### src/rtl/hcbd_pkg.sv
`timescale 1ns / 1ps
// ----------------------------------------------------------------------------
// hcbd_pkg: shared types and constants
// Phase codes, result kinds, status codes and character helpers for the
// chunked body decoder.
// ----------------------------------------------------------------------------
package hcbd_pkg;

	// Most hex digits allowed in one chunk-size line
	localparam int MAX_SIZE_DIGITS = 8;
	localparam int DCNT_W          = $clog2(MAX_SIZE_DIGITS + 1);

	localparam logic [7:0] CH_CR = 8'h0D;
	localparam logic [7:0] CH_LF = 8'h0A;

	typedef enum logic [2:0] {
		PH_HEADER  = 3'd0,
		PH_SIZE    = 3'd1,
		PH_DATA    = 3'd2,
		PH_TRAILER = 3'd3,
		PH_DONE    = 3'd4,
		PH_PASS    = 3'd5
	} phase_t;

	typedef enum logic [1:0] {
		KIND_HEADER = 2'd0,
		KIND_BODY   = 2'd1,
		KIND_REPORT = 2'd2
	} kind_t;

	typedef enum logic [1:0] {
		ST_OK       = 2'd0,
		ST_TRUNC    = 2'd1,
		ST_TOO_LONG = 2'd2
	} status_t;

	// Results caused by one accepted word
	typedef struct packed {
		logic          byte_v;
		logic [7:0]    byte_val;
		kind_t         byte_kind;
		logic          rep_v;
		status_t       rep_status;
		logic [31:0]   rep_length;
	} push_t;

	typedef struct packed {
		logic       ok;
		logic [3:0] val;
	} hex_t;

	function automatic hex_t hex_decode(logic [7:0] b);
		hex_t r;
		r.ok  = 1'b1;
		r.val = 4'd0;
		case (b) inside
			[8'h30:8'h39]: r.val = b[3:0];
			[8'h61:8'h66],
			[8'h41:8'h46]: r.val = 4'(b[3:0] + 4'd9);
			default:       r.ok = 1'b0;
		endcase
		return r;
	endfunction

	// Letters of "chunked"
	function automatic logic [7:0] kw_char(logic [2:0] idx);
		logic [7:0] c;
		case (idx)
			3'd0:    c = 8'h63; // c
			3'd1:    c = 8'h68; // h
			3'd2:    c = 8'h75; // u
			3'd3:    c = 8'h6E; // n
			3'd4:    c = 8'h6B; // k
			3'd5:    c = 8'h65; // e
			3'd6:    c = 8'h64; // d
			default: c = 8'h00;
		endcase
		return c;
	endfunction

endpackage

### src/rtl/hcbd_resp_if.sv
`timescale 1ns / 1ps
// ----------------------------------------------------------------------------
// hcbd_resp_if: raw response channel
// One response byte per word, with a final-byte marker.
// ----------------------------------------------------------------------------
interface hcbd_resp_if;
	logic       valid;
	logic       ready;
	logic [7:0] data_byte;
	logic       end_of_response;

	modport source(output valid, data_byte, end_of_response, input ready);
	modport sink(input valid, data_byte, end_of_response, output ready);
endinterface

### src/rtl/hcbd_body_if.sv
`timescale 1ns / 1ps
// ----------------------------------------------------------------------------
// hcbd_body_if: decoded output channel
// Header bytes, body bytes and end reports.
// ----------------------------------------------------------------------------
interface hcbd_body_if;
	logic        valid;
	logic        ready;
	logic [7:0]  out_byte;
	logic [1:0]  item_kind;
	logic [1:0]  status;
	logic [31:0] total_length;
	logic        last_result;

	modport source(output valid, out_byte, item_kind, status, total_length, last_result,
		input ready);
	modport sink(input valid, out_byte, item_kind, status, total_length, last_result,
		output ready);
endinterface

### src/rtl/http_chunked_body_decoder.sv
`timescale 1ns / 1ps
// ----------------------------------------------------------------------------
// http_chunked_body_decoder: HTTP/1.1 chunked transfer decoder
// Passes header bytes, decodes a chunked body or passes a plain one through,
// and closes each response with an end report of status and total length.
// ----------------------------------------------------------------------------
// Output: a result is registered and appears on body in the next cycle.
// Throughput: one byte per cycle while body is ready and each byte yields at
//   most one result; the final byte of a response can yield a byte and an
//   end report, which leave in turn, so resp waits for the byte to go out.
// Reset: arst_n clears parser state and the result register; the block then
//   scans for a new header. State also returns to reset after each end report.
// ----------------------------------------------------------------------------
module http_chunked_body_decoder import hcbd_pkg::*; (
	input  logic        clk,
	input  logic        arst_n,
	hcbd_resp_if.sink   resp,
	hcbd_body_if.source body
);

	logic  accept;
	push_t push;

	// a word is taken only when the result register can hold what it causes
	assign accept = resp.valid && resp.ready;

	// header scan, keyword match, size-line parsing, length count
	hcbd_parser u_parser (
		.clk             (clk),
		.arst_n          (arst_n),
		.accept          (accept),
		.data_byte       (resp.data_byte),
		.end_of_response (resp.end_of_response),
		.push            (push)
	);

	// byte slot plus report slot; ready frees up as the slots drain
	hcbd_out_buf u_out_buf (
		.clk    (clk),
		.arst_n (arst_n),
		.accept (accept),
		.push   (push),
		.ready  (resp.ready),
		.body   (body)
	);

	// a final byte always leaves a pending end report behind
	a_report_pending: assert property (@(posedge clk) disable iff (!arst_n)
		accept && resp.end_of_response |=> body.valid)
		else $error("end report missing after final byte");

	// only the end report is marked last
	a_last_is_report: assert property (@(posedge clk) disable iff (!arst_n)
		body.valid && body.last_result |-> body.item_kind == KIND_REPORT)
		else $error("last_result on a byte word");

	// byte words carry no status or length
	a_byte_clean: assert property (@(posedge clk) disable iff (!arst_n)
		body.valid && body.item_kind != KIND_REPORT |->
		body.status == ST_OK && body.total_length == 32'd0)
		else $error("byte word carries report fields");

	// an end report always carries a zero byte
	a_report_zero_byte: assert property (@(posedge clk) disable iff (!arst_n)
		body.valid && body.item_kind == KIND_REPORT |-> body.out_byte == 8'd0)
		else $error("end report with nonzero byte");

endmodule

### src/rtl/hcbd_parser.sv
`timescale 1ns / 1ps
// ----------------------------------------------------------------------------
// hcbd_parser: response parser state
// Header scan, keyword match, chunk-size parsing and length count; updates
// on each accepted word and reports the results that word causes.
// ----------------------------------------------------------------------------
module hcbd_parser import hcbd_pkg::*; (
	input  logic       clk,
	input  logic       arst_n,
	input  logic       accept,
	input  logic [7:0] data_byte,
	input  logic       end_of_response,
	output push_t      push
);

	phase_t              phase_q,  phase_d;
	logic [1:0]          blank_q,  blank_d;
	logic [2:0]          kw_q,     kw_d;
	logic                seen_q,   seen_d;
	logic [31:0]         acc_q,    acc_d;
	logic [DCNT_W-1:0]   dcnt_q,   dcnt_d;
	logic                closed_q, closed_d;
	logic                cr_q,     cr_d;
	logic [31:0]         remain_q, remain_d;
	logic [1:0]          tskip_q,  tskip_d;
	logic [31:0]         len_q,    len_d;
	status_t             err_q,    err_d;

	hex_t       hx;
	logic       emit;
	logic [31:0] len_inc;
	status_t    st;

	assign hx      = hex_decode(data_byte);
	assign emit    = (phase_q == PH_HEADER) || (phase_q == PH_DATA) || (phase_q == PH_PASS);
	assign len_inc = (len_q != '1) ? len_q + 32'd1 : len_q;

	always_comb begin
		phase_d  = phase_q;
		blank_d  = blank_q;
		kw_d     = kw_q;
		seen_d   = seen_q;
		acc_d    = acc_q;
		dcnt_d   = dcnt_q;
		closed_d = closed_q;
		cr_d     = cr_q;
		remain_d = remain_q;
		tskip_d  = tskip_q;
		err_d    = err_q;
		len_d    = emit ? len_inc : len_q;
		st       = ST_OK;

		case (phase_q)
			PH_HEADER: begin
				if (data_byte == kw_char(kw_q)) begin
					if (kw_q == 3'd6) begin
						seen_d = 1'b1;
						kw_d   = 3'd0;
					end else begin
						kw_d = kw_q + 3'd1;
					end
				end else begin
					kw_d = (data_byte == kw_char(3'd0)) ? 3'd1 : 3'd0;
				end
				if (data_byte == CH_LF && blank_q == 2'd3) begin
					blank_d = 2'd0;
					if (seen_d) begin
						acc_d    = '0;
						dcnt_d   = '0;
						closed_d = 1'b0;
						cr_d     = 1'b0;
						phase_d  = PH_SIZE;
					end else begin
						phase_d = PH_PASS;
					end
				end else if (data_byte == CH_CR) begin
					blank_d = (blank_q == 2'd2) ? 2'd3 : 2'd1;
				end else if (data_byte == CH_LF && blank_q == 2'd1) begin
					blank_d = 2'd2;
				end else begin
					blank_d = 2'd0;
				end
			end
			PH_SIZE: begin
				if (!closed_q && hx.ok && dcnt_q >= DCNT_W'(MAX_SIZE_DIGITS)) begin
					err_d   = ST_TOO_LONG;
					phase_d = PH_DONE;
				end else begin
					if (!closed_q && hx.ok) begin
						acc_d  = {acc_q[27:0], hx.val};
						dcnt_d = dcnt_q + DCNT_W'(1);
					end else begin
						closed_d = 1'b1;
					end
					if (data_byte == CH_LF && cr_q) begin
						if (acc_d == 32'd0) begin
							phase_d = PH_DONE;
						end else begin
							remain_d = acc_d;
							phase_d  = PH_DATA;
						end
					end else begin
						cr_d = (data_byte == CH_CR);
					end
				end
			end
			PH_DATA: begin
				remain_d = remain_q - 32'd1;
				if (remain_d == 32'd0) begin
					tskip_d = 2'd2;
					phase_d = PH_TRAILER;
				end
			end
			PH_TRAILER: begin
				if (tskip_q != 2'd0) begin
					tskip_d = tskip_q - 2'd1;
				end
				if (tskip_d == 2'd0) begin
					acc_d    = '0;
					dcnt_d   = '0;
					closed_d = 1'b0;
					cr_d     = 1'b0;
					phase_d  = PH_SIZE;
				end
			end
			default: begin
			end
		endcase

		// status is judged on the state left by this byte
		if (err_d == ST_TOO_LONG) begin
			st = ST_TOO_LONG;
		end else if (phase_d == PH_PASS || phase_d == PH_DONE) begin
			st = ST_OK;
		end else begin
			st = ST_TRUNC;
		end

		push.byte_v     = emit;
		push.byte_val   = data_byte;
		push.byte_kind  = (phase_q == PH_HEADER) ? KIND_HEADER : KIND_BODY;
		push.rep_v      = end_of_response;
		push.rep_status = st;
		push.rep_length = len_d;

		// final byte: start over for the next response
		if (end_of_response) begin
			phase_d  = PH_HEADER;
			blank_d  = '0;
			kw_d     = '0;
			seen_d   = 1'b0;
			acc_d    = '0;
			dcnt_d   = '0;
			closed_d = 1'b0;
			cr_d     = 1'b0;
			remain_d = '0;
			tskip_d  = '0;
			len_d    = '0;
			err_d    = ST_OK;
		end
	end

	always_ff @(posedge clk or negedge arst_n) begin
		if (!arst_n) begin
			phase_q  <= PH_HEADER;
			blank_q  <= '0;
			kw_q     <= '0;
			seen_q   <= 1'b0;
			acc_q    <= '0;
			dcnt_q   <= '0;
			closed_q <= 1'b0;
			cr_q     <= 1'b0;
			remain_q <= '0;
			tskip_q  <= '0;
			len_q    <= '0;
			err_q    <= ST_OK;
		end else if (accept) begin
			phase_q  <= phase_d;
			blank_q  <= blank_d;
			kw_q     <= kw_d;
			seen_q   <= seen_d;
			acc_q    <= acc_d;
			dcnt_q   <= dcnt_d;
			closed_q <= closed_d;
			cr_q     <= cr_d;
			remain_q <= remain_d;
			tskip_q  <= tskip_d;
			len_q    <= len_d;
			err_q    <= err_d;
		end
	end

endmodule

### src/rtl/hcbd_out_buf.sv
`timescale 1ns / 1ps
// ----------------------------------------------------------------------------
// hcbd_out_buf: two-slot result register
// Holds the byte result and the end report of one word; the byte goes out
// first.
// ----------------------------------------------------------------------------
module hcbd_out_buf import hcbd_pkg::*; (
	input  logic        clk,
	input  logic        arst_n,
	input  logic        accept,
	input  push_t       push,
	output logic        ready,
	hcbd_body_if.source body
);

	logic        byte_v_q;
	logic        rep_v_q;
	logic [7:0]  byte_val_q;
	kind_t       byte_kind_q;
	status_t     rep_status_q;
	logic [31:0] rep_length_q;
	logic        take;

	assign take  = body.valid && body.ready;
	assign ready = (!byte_v_q && !rep_v_q) || (body.ready && (byte_v_q ^ rep_v_q));

	always_ff @(posedge clk or negedge arst_n) begin
		if (!arst_n) begin
			byte_v_q <= 1'b0;
			rep_v_q  <= 1'b0;
		end else if (accept) begin
			byte_v_q <= push.byte_v;
			rep_v_q  <= push.rep_v;
		end else if (take) begin
			if (byte_v_q) begin
				byte_v_q <= 1'b0;
			end else begin
				rep_v_q <= 1'b0;
			end
		end
	end

	always_ff @(posedge clk) begin
		if (accept) begin
			byte_val_q   <= push.byte_val;
			byte_kind_q  <= push.byte_kind;
			rep_status_q <= push.rep_status;
			rep_length_q <= push.rep_length;
		end
	end

	assign body.valid        = byte_v_q || rep_v_q;
	assign body.out_byte     = byte_v_q ? byte_val_q : 8'd0;
	assign body.item_kind    = byte_v_q ? byte_kind_q : KIND_REPORT;
	assign body.status       = byte_v_q ? ST_OK : rep_status_q;
	assign body.total_length = byte_v_q ? 32'd0 : rep_length_q;
	assign body.last_result  = !byte_v_q;

endmodule
### src/flat_wrapper.sv
// flat-port wrapper written by rule: the top's interface ports become plain ports
module http_chunked_body_decoder_flat import hcbd_pkg::*;
  (clk, arst_n, resp_valid, resp_data_byte, resp_end_of_response, resp_ready, body_valid, body_out_byte, body_item_kind, body_status, body_total_length, body_last_result, body_ready);
  hcbd_resp_if resp_i ();
  hcbd_body_if body_i ();
  input  logic clk;
  input  logic arst_n;
  input wire logic [$bits(resp_i.valid)-1:0] resp_valid;
  input wire logic [$bits(resp_i.data_byte)-1:0] resp_data_byte;
  input wire logic [$bits(resp_i.end_of_response)-1:0] resp_end_of_response;
  output wire logic [$bits(resp_i.ready)-1:0] resp_ready;
  output wire logic [$bits(body_i.valid)-1:0] body_valid;
  output wire logic [$bits(body_i.out_byte)-1:0] body_out_byte;
  output wire logic [$bits(body_i.item_kind)-1:0] body_item_kind;
  output wire logic [$bits(body_i.status)-1:0] body_status;
  output wire logic [$bits(body_i.total_length)-1:0] body_total_length;
  output wire logic [$bits(body_i.last_result)-1:0] body_last_result;
  input wire logic [$bits(body_i.ready)-1:0] body_ready;
  assign resp_i.valid = resp_valid;
  assign resp_i.data_byte = resp_data_byte;
  assign resp_i.end_of_response = resp_end_of_response;
  assign resp_ready = resp_i.ready;
  assign body_valid = body_i.valid;
  assign body_out_byte = body_i.out_byte;
  assign body_item_kind = body_i.item_kind;
  assign body_status = body_i.status;
  assign body_total_length = body_i.total_length;
  assign body_last_result = body_i.last_result;
  assign body_i.ready = body_ready;
  http_chunked_body_decoder u_core (.clk(clk), .arst_n(arst_n), .resp(resp_i), .body(body_i));
endmodule
### config.mk
export PLATFORM = sky130hd
export DESIGN_NAME = http_chunked_body_decoder_flat
export DESIGN_NICKNAME = d
export VERILOG_FILES = /design/src/rtl/hcbd_pkg.sv /design/src/rtl/hcbd_resp_if.sv /design/src/rtl/hcbd_body_if.sv /design/src/rtl/http_chunked_body_decoder.sv /design/src/rtl/hcbd_parser.sv /design/src/rtl/hcbd_out_buf.sv /design/src/flat_wrapper.sv
export SDC_FILE = /design/constraint.sdc
export NUM_CORES = 1
export LEC_CHECK = 0
export ABC_AREA = 1
export BUFFER_PORTS_ARGS = -buffer_cell sky130_fd_sc_hd__buf_2
export CAP_MARGIN = 20
export CORE_AREA = 2 2 159 122
export CTS_CLUSTER_SIZE = 10
export DETAILED_ROUTE_END_ITERATION = 10
export DIE_AREA = 0 0 161 124
export PLACE_DENSITY_LB_ADDON = 0.1
export SYNTH_ARGS = -nofsm -noshare
export SYNTH_HDL_FRONTEND = slang
export SYNTH_SLANG_ARGS = --single-unit
### constraint.sdc
create_clock -name clk -period 2.95 [get_ports clk]
set_clock_uncertainty 0.15 [all_clocks]
set_input_delay 0.1475 -clock clk [delete_from_list [all_inputs] [get_ports clk]]
set_output_delay 0.1475 -clock clk [all_outputs]
set_load 0.01 [all_outputs]
==> out/results.txt <==
most used flip-flop cell after synthesis -> sky130_fd_sc_hd__dfrtp_1
cell count after synthesis -> 1401
maximum number of buffers from clock root to sink -> 2
post-route total power -> 10.5 mW
top cells by area in the synthesized netlist -> sky130_fd_sc_hd__dfrtp_1, sky130_fd_sc_hd__nand2_1, sky130_fd_sc_hd__edfxtp_1
switching component of the power -> 4.79 mW
count of cells along the worst register-to-register path -> 14
pin count of the biggest net entering global routing -> 118
final core occ -> 62.6%
Worst Path Class, Setup -> input pin to flip-flop
number of nets in the synthesized netlist -> 1425
Top Ports -> 60
core area -> 18300 µm²
layout cells sized above 1 -> 10.9%
part of the total power dissipated in the clock network -> 19.0%
shortest clock period the worst path allows after layout -> 2.83 ns
Hold Path Sink -> u_core.u_parser.tskip_q[1]
quantity of I/O buffers inserted on ports -> 59
total length of routed met2 wires -> 11000 µm
largest area contributor in the netlist -> sky130_fd_sc_hd__dfrtp_1
global-route usage over all layers -> 26.5%
post-detailed-route count of antenna-violating nets -> 0
Tightest Hold Check Type -> input pin to flip-flop
Critical Path Source -> resp_data_byte[7]
worst-path fanout max -> 16
average cell area after synthesis -> 7.13 µm²
YS warnings -> 0
Peak supply drop -> 0.444 mV
Sw Ratio -> 45.5%
Final Hold Fails -> 0
TritonCTS clock tree -> done
clock latency at the later pin of the worst-skew pair -> 0.43 ns
proportion of netlist area held by the largest area contributor -> 29.3%
Post-Syn Area -> 9980 µm²
number of clock buffers inserted by TritonCTS -> 17
antenna violations before repair -> 1
final weighted congestion in routability-driven placement -> 0.947
end of the worst register-to-register path -> u_core.u_parser.remain_q[2]
iteration-0 DRC count of the detailed router -> 924
cell-internal power -> 5.74 mW
number of H-tree levels -> 4
Data arrival, critical path -> 3.00 ns
global-route wire length before repair -> 42300 µm
Worst Setup Start Kind -> input pin
clock slew at the register clock pins of the worst setup and hold paths -> 0.06 ns
DRC violations left -> 0
Detail Route met3 WL -> 1920 µm
M1 WL -> 13300 µm
total setup violations reported at the end of the flow -> 0
share of flip-flops with an asynchronous set or reset -> 73.1%
library cell with the highest instance count after synthesis -> sky130_fd_sc_hd__nand2_1
leakage dissipation -> 5.78 nW
Post-DP Area -> 10600 µm²
power share of the sequential group -> 31.9%
number of detailed-routing iterations run before antenna repair -> 7
pin slew with the least headroom to its limit -> 0.680 ns
full die area -> 20000 µm²
WHS Path Cells -> 4
average wire per cell in the routed design -> 15.1 µm
clk root buf -> sky130_fd_sc_hd__clkbuf_16
Required @ worst endpoint -> 3.12 ns
Via density -> 5.37
Design Area, Final -> 11500 µm²
combinational share of power -> 49.2%
startpoint of the lowest-slack register-to-register path -> u_core.u_parser.closed_q
top layer in use -> met4
status -> finished clean
Slew headroom -> 54.7%
Highest Clock Rate -> 0.353 GHz
initial core utilization -> 54.6%
Final Max Slew Viols -> 0
number of clock sinks -> 160
number of global-route vias before repair -> 8464
post-layout net count -> 1504
row count -> 43
Vert. Die Dim -> 124 µm
start point of the worst min-delay path -> resp_end_of_response
Worst R2R Setup Slack -> 0.16 ns
kind of end point of the critical path -> flip-flop
Synth cell types -> 33
Post-synth EDFFs -> 43
number of register bits inferred by synthesis -> 160
final cycle utilization of the critical path -> 96.0%
horizontal extent of the die -> 161 µm
post-route setup TNS -> 0 ns
area growth from synthesis to final layout -> 14.7%
grt ovf -> 0
via count -> 9344
register area share after synthesis -> 42.3%
final WL -> 26400 µm
power density cells -> 919 nW/µm²
max-cap viol count -> 0
total half-perimeter wirelength after legalization and detailed placement -> 17900 µm
synth cell count leaders -> sky130_fd_sc_hd__nand2_1, sky130_fd_sc_hd__inv_1, sky130_fd_sc_hd__nand3_1, sky130_fd_sc_hd__nor2_1, sky130_fd_sc_hd__dfrtp_1
==> how the worst max path moves through the flow <==
| stage | depth (start not counted) | end | slack [ns] |
|---|---|---|---|
| floorplan | 8 | u_core.u_out_buf.byte_kind_q[0] | 0.41 |
| global placement | 16 | u_core.u_parser.tskip_q[0] | 0.04 |
| detailed placement | 16 | u_core.u_parser.tskip_q[1] | 0.007 |
| CTS | 21 | u_core.u_parser.remain_q[24] | 0.07 |
| global route | 20 | u_core.u_parser.remain_q[20] | -0.03 |
| finish | 20 | u_core.u_parser.remain_q[2] | 0.12 |
==> power groups by stage <==
| stage | Combinational (mW) | Sequential, mW | Clock, mW |
|---|---|---|---|
| after CTS | 4.91 | 3.34 | 2.02 |
| after floorplan | 3.60 | 3.27 | 0 |
| after detailed placement | 4.84 | 3.38 | 0 |
| final | 5.17 | 3.35 | 2.00 |
| after global routing | 5.80 | 3.42 | 2.13 |
| after global placement | 4.78 | 3.37 | 0 |
==> layer usage <==
metal,GRT usage (%),vias up
li1,-,4659
met1,40.4,4336
met2,38.9,330
met3,5.26,19
met4,5.97,0
met5,0,-
==> worst max-delay path, cell delays in order <==
cell                            delay (ns)
sky130_fd_sc_hd__dlygate4sd3_1        0.53
sky130_fd_sc_hd__buf_2                0.15
sky130_fd_sc_hd__nor2_1               0.13
sky130_fd_sc_hd__inv_1                0.08
sky130_fd_sc_hd__nor2_4               0.14
sky130_fd_sc_hd__nand2_4              0.11
sky130_fd_sc_hd__nand2_8              0.14
sky130_fd_sc_hd__buf_12               0.16
sky130_fd_sc_hd__nand3_1              0.12
sky130_fd_sc_hd__nand2_1              0.13
sky130_fd_sc_hd__nand2_1              0.06
sky130_fd_sc_hd__nor2_1               0.15
sky130_fd_sc_hd__nand2_1              0.10
sky130_fd_sc_hd__nor2_2               0.16
sky130_fd_sc_hd__nand2_1              0.11
sky130_fd_sc_hd__nand2_2              0.09
sky130_fd_sc_hd__nand2_4              0.11
sky130_fd_sc_hd__clkbuf_16            0.23
sky130_fd_sc_hd__nand3_1              0.08
sky130_fd_sc_hd__nand2_1              0.06
==> repair_timing <==
| item | 4_1_cts | 5_1_grt |
|---|---|---|
| endpoints found under the setup margin | 1 | 69 |
| resized for setup | 1 | 24 |
| hold buffers | 11 | 0 |
| pin swaps | 0 | 3 |
| hold endpoints to repair | 127 | 0 |
| setup buffers | 0 | 4 |
| gates cloned | 0 | 4 |
==> cells in the final DEF, fill, tap and decap left out, types with 4 or more instances in the layout <==
cell                            count
sky130_fd_sc_hd__nand4_1           17
sky130_fd_sc_hd__dfrtp_1          117
sky130_fd_sc_hd__nand3_1          152
sky130_fd_sc_hd__clkbuf_16         19
sky130_fd_sc_hd__ha_1              11
sky130_fd_sc_hd__inv_2              4
sky130_fd_sc_hd__nand2_1          377
sky130_fd_sc_hd__edfxtp_1          43
sky130_fd_sc_hd__dlygate4sd3_1     11
sky130_fd_sc_hd__inv_1            214
sky130_fd_sc_hd__buf_4             33
sky130_fd_sc_hd__buf_2             57
sky130_fd_sc_hd__nor2_2             5
sky130_fd_sc_hd__clkinvlp_4         6
sky130_fd_sc_hd__nand3_2            4
sky130_fd_sc_hd__nand2_4            4
sky130_fd_sc_hd__xor2_1            49
sky130_fd_sc_hd__buf_12             4
sky130_fd_sc_hd__nor2_1           138
sky130_fd_sc_hd__o21ai_0           88
sky130_fd_sc_hd__xnor2_1            5
sky130_fd_sc_hd__clkinv_2           4
sky130_fd_sc_hd__nor3_1            30
sky130_fd_sc_hd__a21oi_1           11
sky130_fd_sc_hd__nor4_1             9
sky130_fd_sc_hd__o22ai_1           47
sky130_fd_sc_hd__nor2_4             4
==> state kept, by name (all words and copies together) (netlist names), 2 cells and up <==
| name | flops |
|---|---|
| u_core.u_parser.err_q | 2 |
| u_core.u_parser.phase_q | 3 |
| u_core.u_parser.tskip_q | 2 |
| u_core.u_parser.len_q | 32 |
| u_core.u_parser.blank_q | 2 |
| u_core.u_out_buf.rep_status_q | 2 |
| u_core.u_parser.dcnt_q | 4 |
| u_core.u_out_buf.rep_length_q | 32 |
| u_core.u_parser.acc_q | 32 |
| u_core.u_parser.kw_q | 3 |
| u_core.u_parser.remain_q | 32 |
| u_core.u_out_buf.byte_val_q | 8 |
==> metrics by stage <==
step / hold slack [ns] / std cells / setup slack (ns)
floorplan: -0.298 / 1401 / 0.410
global placement: 0.152 / 1689 / 0.0431
detailed placement: 0.153 / 1689 / 0.00688
CTS: 0.00338 / 1732 / 0.0721
global route: 0.0548 / 1741 / -0.0287
finish: 0.0282 / 1741 / 0.118
==> cells by family after synthesis <==
family                     Yosys count  share of synthesized area (%)
AOI/OAI and AO/OA                  156                           8.60
xor gates and xnor gates            54                           4.74
adders and majority gates           11                           1.38
buffers and inverters              271                           10.9
DFF                                160                           42.3
and+or+nand+nor                    749                           32.1
==> area by class of cell <==
cell class / instances / area [µm²]
Fill cell: 1660 / 6840
Inverter: 220 / 826
Multi-Input combinational cell: 972 / 4780
Tap cell: 247 / 309
Clock buffer: 18 / 429
Clock inverter: 14 / 95.1
Timing Repair Buffer: 109 / 792
Antenna cell: 1 / 2.50
Sequential cell: 160 / 4220
Note: power is estimated with default switching activity, not from simulation.
